### src/jch_pkg.sv
// ============================================================================
// jch_pkg: shared types and constants for the jump consistent hash core
// Widths, the LCG multiplier, sequencer states and unit status records.
// ============================================================================
`timescale 1ns / 1ps

package jch_pkg;

    localparam int BUCKET_BITS = 16;
    localparam int KEY_W       = 64;
    localparam int HALF_W      = KEY_W / 2;
    localparam int SCALE_SHIFT = 31;
    localparam int KEY_SHIFT   = 33;

    // Dividend is (bucket + 1) << 31, divisor is (key >> 33) + 1.
    localparam int DVD_W = BUCKET_BITS + SCALE_SHIFT;
    localparam int DVS_W = KEY_W - KEY_SHIFT + 1;
    localparam int CNT_W = $clog2(DVD_W);

    localparam logic [KEY_W-1:0] LCG_MULT = 64'd2862933555777941757;

    // Partial product phases of the LCG multiply.
    localparam logic [1:0] PH_LO_LO = 2'd0;
    localparam logic [1:0] PH_HI_LO = 2'd1;
    localparam logic [1:0] PH_LO_HI = 2'd2;

    typedef enum logic [2:0] {
        ST_IDLE,
        ST_CHECK,
        ST_MUL,
        ST_DIV,
        ST_FINISH
    } jch_state_t;

    typedef struct packed {
        logic busy;
        logic done;
    } jch_unit_status_t;

endpackage

### src/jump_consistent_hash_core.sv
// ============================================================================
// jump_consistent_hash_core: bucket selector by jump consistent hashing
// Each request runs N jumps, N being about ln(bucket_count) + 1; each jump
// is a multiply plus a serial divide plus a compare in the check state.
// Throughput: one request at a time; a new request is taken once the
// previous result sits in the output register.
// Reset: rst_n is asynchronous and active low; bucket_count resets to 1.
// ============================================================================
`timescale 1ns / 1ps

module jump_consistent_hash_core
    import jch_pkg::*;
(
    input  logic                   clk,
    input  logic                   rst_n,
    input  logic                   in_valid,
    output logic                   in_ready,
    input  logic [KEY_W-1:0]       key,
    output logic                   out_valid,
    input  logic                   out_ready,
    output logic [BUCKET_BITS-1:0] bucket,
    input  logic                   cfg_valid,
    output logic                   cfg_ready,
    input  logic [BUCKET_BITS-1:0] cfg_data
);

    // Sequencer state and the working values of one request.
    jch_state_t             state_reg, state_next;
    logic [KEY_W-1:0]       k_reg;
    logic [DVD_W-1:0]       j_reg;
    logic [BUCKET_BITS-1:0] b_reg;
    logic [BUCKET_BITS-1:0] bucket_count_reg;
    logic [BUCKET_BITS-1:0] count_eff;
    logic                   out_valid_reg;
    logic [BUCKET_BITS-1:0] bucket_reg;

    // Handshakes between the sequencer and the two shared units.
    logic                   mul_start;
    logic [KEY_W-1:0]       mul_product;
    jch_unit_status_t       mul_stat;
    logic                   div_start;
    logic [DVD_W-1:0]       div_dividend;
    logic [DVS_W-1:0]       div_divisor;
    logic [DVD_W-1:0]       div_quotient;
    jch_unit_status_t       div_stat;

    logic                   take_req;
    logic                   jump_more;
    logic                   out_free;
    logic                   load_out;
    logic [BUCKET_BITS-1:0] b_inc;

    // A bucket count of zero behaves as one bucket.
    assign count_eff = (bucket_count_reg == '0) ? BUCKET_BITS'(1) : bucket_count_reg;

    // The loop keeps jumping while the candidate lies below the bucket count.
    assign jump_more = j_reg < DVD_W'(count_eff);
    assign out_free  = !out_valid_reg || out_ready;
    assign take_req  = in_valid && in_ready;

    // Operands of the divide: (bucket + 1) << 31 over (new key >> 33) + 1.
    // The bucket stays below the count, so bucket + 1 fits its width.
    assign b_inc        = BUCKET_BITS'(b_reg + BUCKET_BITS'(1));
    assign div_dividend = {b_inc, SCALE_SHIFT'(0)};
    assign div_divisor  = DVS_W'(mul_product[KEY_W-1:KEY_SHIFT]) + DVS_W'(1);

    jch_mul u_mul
    (
        .clk     (clk),
        .rst_n   (rst_n),
        .start   (mul_start),
        .key     (k_reg),
        .product (mul_product),
        .status  (mul_stat)
    );

    jch_div u_div
    (
        .clk      (clk),
        .rst_n    (rst_n),
        .start    (div_start),
        .dividend (div_dividend),
        .divisor  (div_divisor),
        .quotient (div_quotient),
        .status   (div_stat)
    );

    // Next-state logic of the sequencer.
    always_comb
    begin
        state_next = state_reg;
        unique case (state_reg)
            ST_IDLE:
            begin
                if (take_req)
                begin
                    state_next = ST_CHECK;
                end
            end
            ST_CHECK:
            begin
                state_next = jump_more ? ST_MUL : ST_FINISH;
            end
            ST_MUL:
            begin
                if (mul_stat.done)
                begin
                    state_next = ST_DIV;
                end
            end
            ST_DIV:
            begin
                if (div_stat.done)
                begin
                    state_next = ST_CHECK;
                end
            end
            ST_FINISH:
            begin
                if (out_free)
                begin
                    state_next = ST_IDLE;
                end
            end
            default:
            begin
                state_next = ST_IDLE;
            end
        endcase
    end

    // Output logic of the sequencer.
    always_comb
    begin
        in_ready  = 1'b0;
        mul_start = 1'b0;
        div_start = 1'b0;
        load_out  = 1'b0;
        unique case (state_reg)
            ST_IDLE:
            begin
                in_ready = 1'b1;
            end
            ST_CHECK:
            begin
                mul_start = jump_more;
            end
            ST_MUL:
            begin
                div_start = mul_stat.done;
            end
            ST_DIV:
            begin
            end
            ST_FINISH:
            begin
                load_out = out_free;
            end
            default:
            begin
            end
        endcase
    end

    always_ff @(posedge clk or negedge rst_n)
    begin
        if (!rst_n)
        begin
            state_reg        <= ST_IDLE;
            bucket_count_reg <= BUCKET_BITS'(1);
            out_valid_reg    <= 1'b0;
        end
        else
        begin
            state_reg <= state_next;
            if (cfg_valid && cfg_ready)
            begin
                bucket_count_reg <= cfg_data;
            end
            if (load_out)
            begin
                out_valid_reg <= 1'b1;
            end
            else if (out_ready)
            begin
                out_valid_reg <= 1'b0;
            end
        end
    end

    // Working values: the key walks through the LCG, the candidate comes
    // from the divider, and the bucket takes each candidate that passes.
    always_ff @(posedge clk)
    begin
        if (take_req)
        begin
            k_reg <= key;
            j_reg <= '0;
        end
        if (mul_start)
        begin
            b_reg <= j_reg[BUCKET_BITS-1:0];
        end
        if (div_start)
        begin
            k_reg <= mul_product;
        end
        if (div_stat.done)
        begin
            j_reg <= div_quotient;
        end
        if (load_out)
        begin
            bucket_reg <= b_reg;
        end
    end

    assign cfg_ready = 1'b1;
    assign out_valid = out_valid_reg;
    assign bucket    = bucket_reg;

`ifndef NO_ASSERTIONS
    // The two shared units never run at the same time.
    assert property (@(posedge clk) disable iff (!rst_n)
        !(mul_stat.busy && div_stat.busy))
    else $error("multiplier and divider busy together");

    // Completions only arrive while the sequencer waits for them.
    assert property (@(posedge clk) disable iff (!rst_n)
        mul_stat.done |-> state_reg == ST_MUL)
    else $error("multiply completed outside the multiply state");

    assert property (@(posedge clk) disable iff (!rst_n)
        div_stat.done |-> state_reg == ST_DIV)
    else $error("divide completed outside the divide state");

    // A new request is never taken while a unit is still working.
    assert property (@(posedge clk) disable iff (!rst_n)
        in_ready |-> !mul_stat.busy && !div_stat.busy)
    else $error("request accepted while a unit is busy");
`endif

endmodule

### src/jch_mul.sv
// ============================================================================
// jch_mul: sequential 64-bit linear congruential step
// Computes key * LCG_MULT + 1 mod 2^64 with one 32x32 multiplier over three
// partial products.
// ============================================================================
`timescale 1ns / 1ps

module jch_mul
    import jch_pkg::*;
(
    input  logic             clk,
    input  logic             rst_n,
    input  logic             start,
    input  logic [KEY_W-1:0] key,
    output logic [KEY_W-1:0] product,
    output jch_unit_status_t status
);

    logic [1:0]        phase_reg, phase_next;
    logic              busy_reg, busy_next;
    logic              done_reg, done_next;
    logic [KEY_W-1:0]  acc_reg, acc_next;
    logic [HALF_W-1:0] k_lo_reg, k_hi_reg;
    logic [HALF_W-1:0] op_a, op_b;
    logic [KEY_W-1:0]  prod;

    always_comb
    begin
        case (phase_reg)
            PH_LO_LO:
            begin
                op_a = k_lo_reg;
                op_b = LCG_MULT[HALF_W-1:0];
            end
            PH_HI_LO:
            begin
                op_a = k_hi_reg;
                op_b = LCG_MULT[HALF_W-1:0];
            end
            default:
            begin
                op_a = k_lo_reg;
                op_b = LCG_MULT[KEY_W-1:HALF_W];
            end
        endcase
        prod = KEY_W'(op_a) * KEY_W'(op_b);
    end

    always_comb
    begin
        phase_next = phase_reg;
        busy_next  = busy_reg;
        done_next  = 1'b0;
        acc_next   = acc_reg;
        if (start)
        begin
            phase_next = PH_LO_LO;
            busy_next  = 1'b1;
        end
        else if (busy_reg)
        begin
            case (phase_reg)
                PH_LO_LO:
                begin
                    acc_next   = prod + KEY_W'(1);
                    phase_next = PH_HI_LO;
                end
                PH_HI_LO:
                begin
                    acc_next[KEY_W-1:HALF_W] = acc_reg[KEY_W-1:HALF_W] + prod[HALF_W-1:0];
                    phase_next = PH_LO_HI;
                end
                default:
                begin
                    acc_next[KEY_W-1:HALF_W] = acc_reg[KEY_W-1:HALF_W] + prod[HALF_W-1:0];
                    phase_next = PH_LO_LO;
                    busy_next  = 1'b0;
                    done_next  = 1'b1;
                end
            endcase
        end
    end

    always_ff @(posedge clk or negedge rst_n)
    begin
        if (!rst_n)
        begin
            phase_reg <= PH_LO_LO;
            busy_reg  <= 1'b0;
            done_reg  <= 1'b0;
        end
        else
        begin
            phase_reg <= phase_next;
            busy_reg  <= busy_next;
            done_reg  <= done_next;
        end
    end

    always_ff @(posedge clk)
    begin
        acc_reg <= acc_next;
        if (start)
        begin
            k_lo_reg <= key[HALF_W-1:0];
            k_hi_reg <= key[KEY_W-1:HALF_W];
        end
    end

    assign product     = acc_reg;
    assign status.busy = busy_reg;
    assign status.done = done_reg;

endmodule

### src/jch_div.sv
// ============================================================================
// jch_div: restoring radix-2 divider
// Produces one quotient bit per cycle for the candidate bucket computation.
// ============================================================================
`timescale 1ns / 1ps

module jch_div
    import jch_pkg::*;
(
    input  logic             clk,
    input  logic             rst_n,
    input  logic             start,
    input  logic [DVD_W-1:0] dividend,
    input  logic [DVS_W-1:0] divisor,
    output logic [DVD_W-1:0] quotient,
    output jch_unit_status_t status
);

    logic [DVS_W-1:0] rem_reg, rem_next;
    logic [DVD_W-1:0] dvd_reg, dvd_next;
    logic [DVS_W-1:0] dvs_reg;
    logic [DVD_W-1:0] quo_reg, quo_next;
    logic [CNT_W-1:0] cnt_reg, cnt_next;
    logic             busy_reg, busy_next;
    logic             done_reg, done_next;
    logic [DVS_W:0]   trial;
    logic             fits;

    always_comb
    begin
        trial = {rem_reg, dvd_reg[DVD_W-1]};
        fits  = trial >= {1'b0, dvs_reg};
    end

    always_comb
    begin
        rem_next  = rem_reg;
        dvd_next  = dvd_reg;
        quo_next  = quo_reg;
        cnt_next  = cnt_reg;
        busy_next = busy_reg;
        done_next = 1'b0;
        if (start)
        begin
            rem_next  = '0;
            dvd_next  = dividend;
            quo_next  = '0;
            cnt_next  = CNT_W'(DVD_W - 1);
            busy_next = 1'b1;
        end
        else if (busy_reg)
        begin
            // The remainder stays below the divisor, so it fits DVS_W bits.
            rem_next = fits ? DVS_W'(trial - {1'b0, dvs_reg}) : trial[DVS_W-1:0];
            dvd_next = {dvd_reg[DVD_W-2:0], 1'b0};
            quo_next = {quo_reg[DVD_W-2:0], fits};
            cnt_next = cnt_reg - CNT_W'(1);
            if (cnt_reg == '0)
            begin
                busy_next = 1'b0;
                done_next = 1'b1;
            end
        end
    end

    always_ff @(posedge clk or negedge rst_n)
    begin
        if (!rst_n)
        begin
            cnt_reg  <= '0;
            busy_reg <= 1'b0;
            done_reg <= 1'b0;
        end
        else
        begin
            cnt_reg  <= cnt_next;
            busy_reg <= busy_next;
            done_reg <= done_next;
        end
    end

    always_ff @(posedge clk)
    begin
        rem_reg <= rem_next;
        dvd_reg <= dvd_next;
        quo_reg <= quo_next;
        if (start)
        begin
            dvs_reg <= divisor;
        end
    end

    assign quotient    = quo_reg;
    assign status.busy = busy_reg;
    assign status.done = done_reg;

endmodule
### config.mk
export PLATFORM = sky130hd
export DESIGN_NAME = jump_consistent_hash_core
export DESIGN_NICKNAME = d
export VERILOG_FILES = /design/src/jch_pkg.sv /design/src/jump_consistent_hash_core.sv /design/src/jch_mul.sv /design/src/jch_div.sv
export SDC_FILE = /design/constraint.sdc
export NUM_CORES = 2
export LEC_CHECK = 0
export BUFFER_PORTS_ARGS = -buffer_cell sky130_fd_sc_hd__buf_2
export CORE_MARGIN = 1
export CORE_UTILIZATION = 45
export DETAILED_ROUTE_END_ITERATION = 7
export GPL_TIMING_DRIVEN = 0
export PLACE_DENSITY = 0.57
export SYNTH_ARGS = -nofsm -noshare
export SYNTH_HDL_FRONTEND = slang
export SYNTH_HIERARCHICAL = 1
export SYNTH_SLANG_ARGS = --single-unit
### constraint.sdc
create_clock -name clk -period 35.7 [get_ports clk]
set_clock_uncertainty 0.1 [all_clocks]
set_input_delay 0 -clock clk [delete_from_list [all_inputs] [get_ports clk]]
set_output_delay 0 -clock clk [all_outputs]
set_load 0.02 [all_outputs]
==> metrics.csv <==
stage,metric,value,unit
setup_path,cp_common_cell,fa_1,
route,vias,36400,
timing,fmax,66.3,MHz
clock_network,cts_root_buffer,clkbuf_16,
setup_path,r2r_start,u_mul/phase_reg[1],
finish,stdcell_area,0.0553,mm^2
setup_path,crit_slowest_cell,xnor2_1,
setup_path,max_stage_delay,0.96,ns
setup_path,start_kind,flip-flop,
setup_path,cp-end-kind,flip-flop,
synthesis,yosys_warnings,6,
finish,antenna_cells,0,
die,die-area,0.112,mm^2
clock_network,cts_tree,yes,
global_route,grt_pass1_wl,228000,um
die,fp.dieW,334,um
place,place_congestion,0.980,
synthesis,syn-cell-area,0.0496,mm^2
power_and_ir_drop,p_leak,25.3,nW
setup_path,required,35.92,ns
setup_path,rrSetupSlack,20.62,ns
synthesis,synthCells,4880,
finish,fin_nets,6433,
setup_path,critPathArrivalTime,15.30,ns
clock_network,postCtsSetupBuffers,0,
outcome,status,completed,
timing,relSlewSlack,5.66,%
setup_path,crit_start,u_mul/phase_reg[1],
place,hpwl,127000,um
die,rows,121,
power_and_ir_drop,p_per_area,42.8,mW/mm^2
finish,syn_to_final_growth,11.4,%
clock_network,cts_sinks,461,
clock_network,path_clk_slew,0.07,ns
synthesis,avgSynthCellArea,10.2,um^2
timing,fin_crit_sh,42.2,%
die,start_util,45.5,%
timing,setup_viol,0,
die,core,0.109,mm^2
route,wirelength,151000,um
clock_network,ctsLongestPathBuffers,3,
timing,slew_viol_final,0,
setup_path,regToRegEndpoint,u_mul/product[57],
route,drt_pass1_iterations,6,
power_and_ir_drop,power.total,2.37,mW
die,ioPinCount,104,
timing,rsz0062_at_grt,no,
clock_network,cts_buffers,47,
route,vias_per_cell,5.38,
route,wl_per_cell,22.4,um
place,portBuffers,102,
timing,finalHoldViolations,0,
finish,instances_no_fill,6764,
place,dpl.cell_count,6561,
place,place_area,0.0526,mm^2
finish,drive_gt1_share,8.45,%
die,die_h,334,um
clock_network,postCtsHoldBufs,118,
worst_hold_path,hp-class,in -> reg,
setup_path,crit_fanout,10,
timing,hold_ws,0.0995,ns
timing,finalSetupTns,0,ns
clock_network,clkLatencyLatePin,0.62,ns
flow_run,drv_cap,0,
route,drt_iter0_markers,2995,
timing,worst_pin_slew,1.38,ns
global_route,grt_overflow_total,0,
timing,finalCriticalPeriod,15.08,ns
route,postRouteAntennaNets,0,
power_and_ir_drop,worst_ir_drop_vdd,0.0433,mV
global_route,grt_pass1_vias,36200,
finish,fillCellCount,10100,
setup_path,reg2regPathDepth,32,
clock_network,postCtsResizedCells,0,
setup_path,endpoint,u_mul/product[57],
global_route,antenna_found_initial,4,
route,drc,0,
clock_network,ctsHtreeMaxLevel,2,
global_route,track_usage,27.5,%
global_route,grt_max_degree,47,
setup_path,path_class,reg -> reg,
==> cell type report <==
type	instances	area (um^2)	share of cell area, %
multi-input combinational	3348	32600	59.1
sequential	461	12900	23.3
inverter	1026	3850	6.97
timing repair buffer	233	1910	3.45
tap	1476	1850	3.34
clock buffer	71	1300	2.35
buffer	135	622	1.12
clock inverter	14	210	0.380
==> how the worst min path moves through the flow <==
stage	endpoint	slack [ns]	startpoint	cells past startpoint
floorplan	bucket_count_reg[10]	-0.40	rst_n	0
global placement	bucket_count_reg[3]	0.08	rst_n	1
detailed placement	bucket_count_reg[3]	0.09	rst_n	1
CTS	state_reg[0]	0.06	in_valid	4
global route	state_reg[0]	0.10	in_valid	4
finish	state_reg[0]	0.1	in_valid	4
==> report_power, final <==
group	internal (mW)	leakage (nW)	switching, mW	total, mW
clock network	0.276	0.718	0.222	0.498
logic	0.429	20.3	0.804	1.23
registers	0.628	4.29	0.00733	0.636
total	1.33	25.3	1.03	2.37
==> routing by layer <==
metal	up-vias	global-route usage, %	wire length, um
met5	-	0	13
met4	2	8.46	5170
met3	196	3.01	8930
met2	1184	42.2	67000
met1	18300	40.5	70100
li1	16700	-	-
==> critical path, delay by kind of cell, from the launching register on <==
family,cells,cell delay (ns)
AO/OA/AOI/OAI,3,1.12
XOR/XNOR,1,0.96
buffers and inverters,11,4.06
flip-flops,1,0.36
adder cells (fa/ha/maj),9,4.46
AND/OR/NAND/NOR,7,3.09
multiplexers,1,0.59
==> layout by cell type (no fill, tap or decap), types with 21 or more instances in the layout <==
cell type,count
o21ai_0,115
o21a_1,21
inv_1,1025
fa_1,614
nor3_1,70
mux2_2,111
xor2_1,69
clkbuf_16,47
o211ai_1,30
a21oi_1,175
dfxtp_1,79
edfxtp_1,350
nand2_1,269
nand2b_1,25
nand3_1,73
nand4_1,59
nor2_1,296
xnor2_1,132
dlygate4sd3_1,117
mux2i_1,95
a211oi_1,41
ha_1,482
or2_2,35
and3_1,30
dfrtp_1,31
clkbuf_1,95
a21o_1,67
or3_1,26
and2_1,96
buf_2,134
nor4_1,25
conb_1,94
==> per-stage QoR <==
step | setup slack (ns) | util, %
floorplan | 24.51 | -
global placement | 18.29 | 47.9
global route | 20.16 | 50.6
CTS | 20.62 | 50.6
detailed placement | 20.66 | 48.2
finish | 20.62 | 50.6
(Power assumes the default switching activity.)
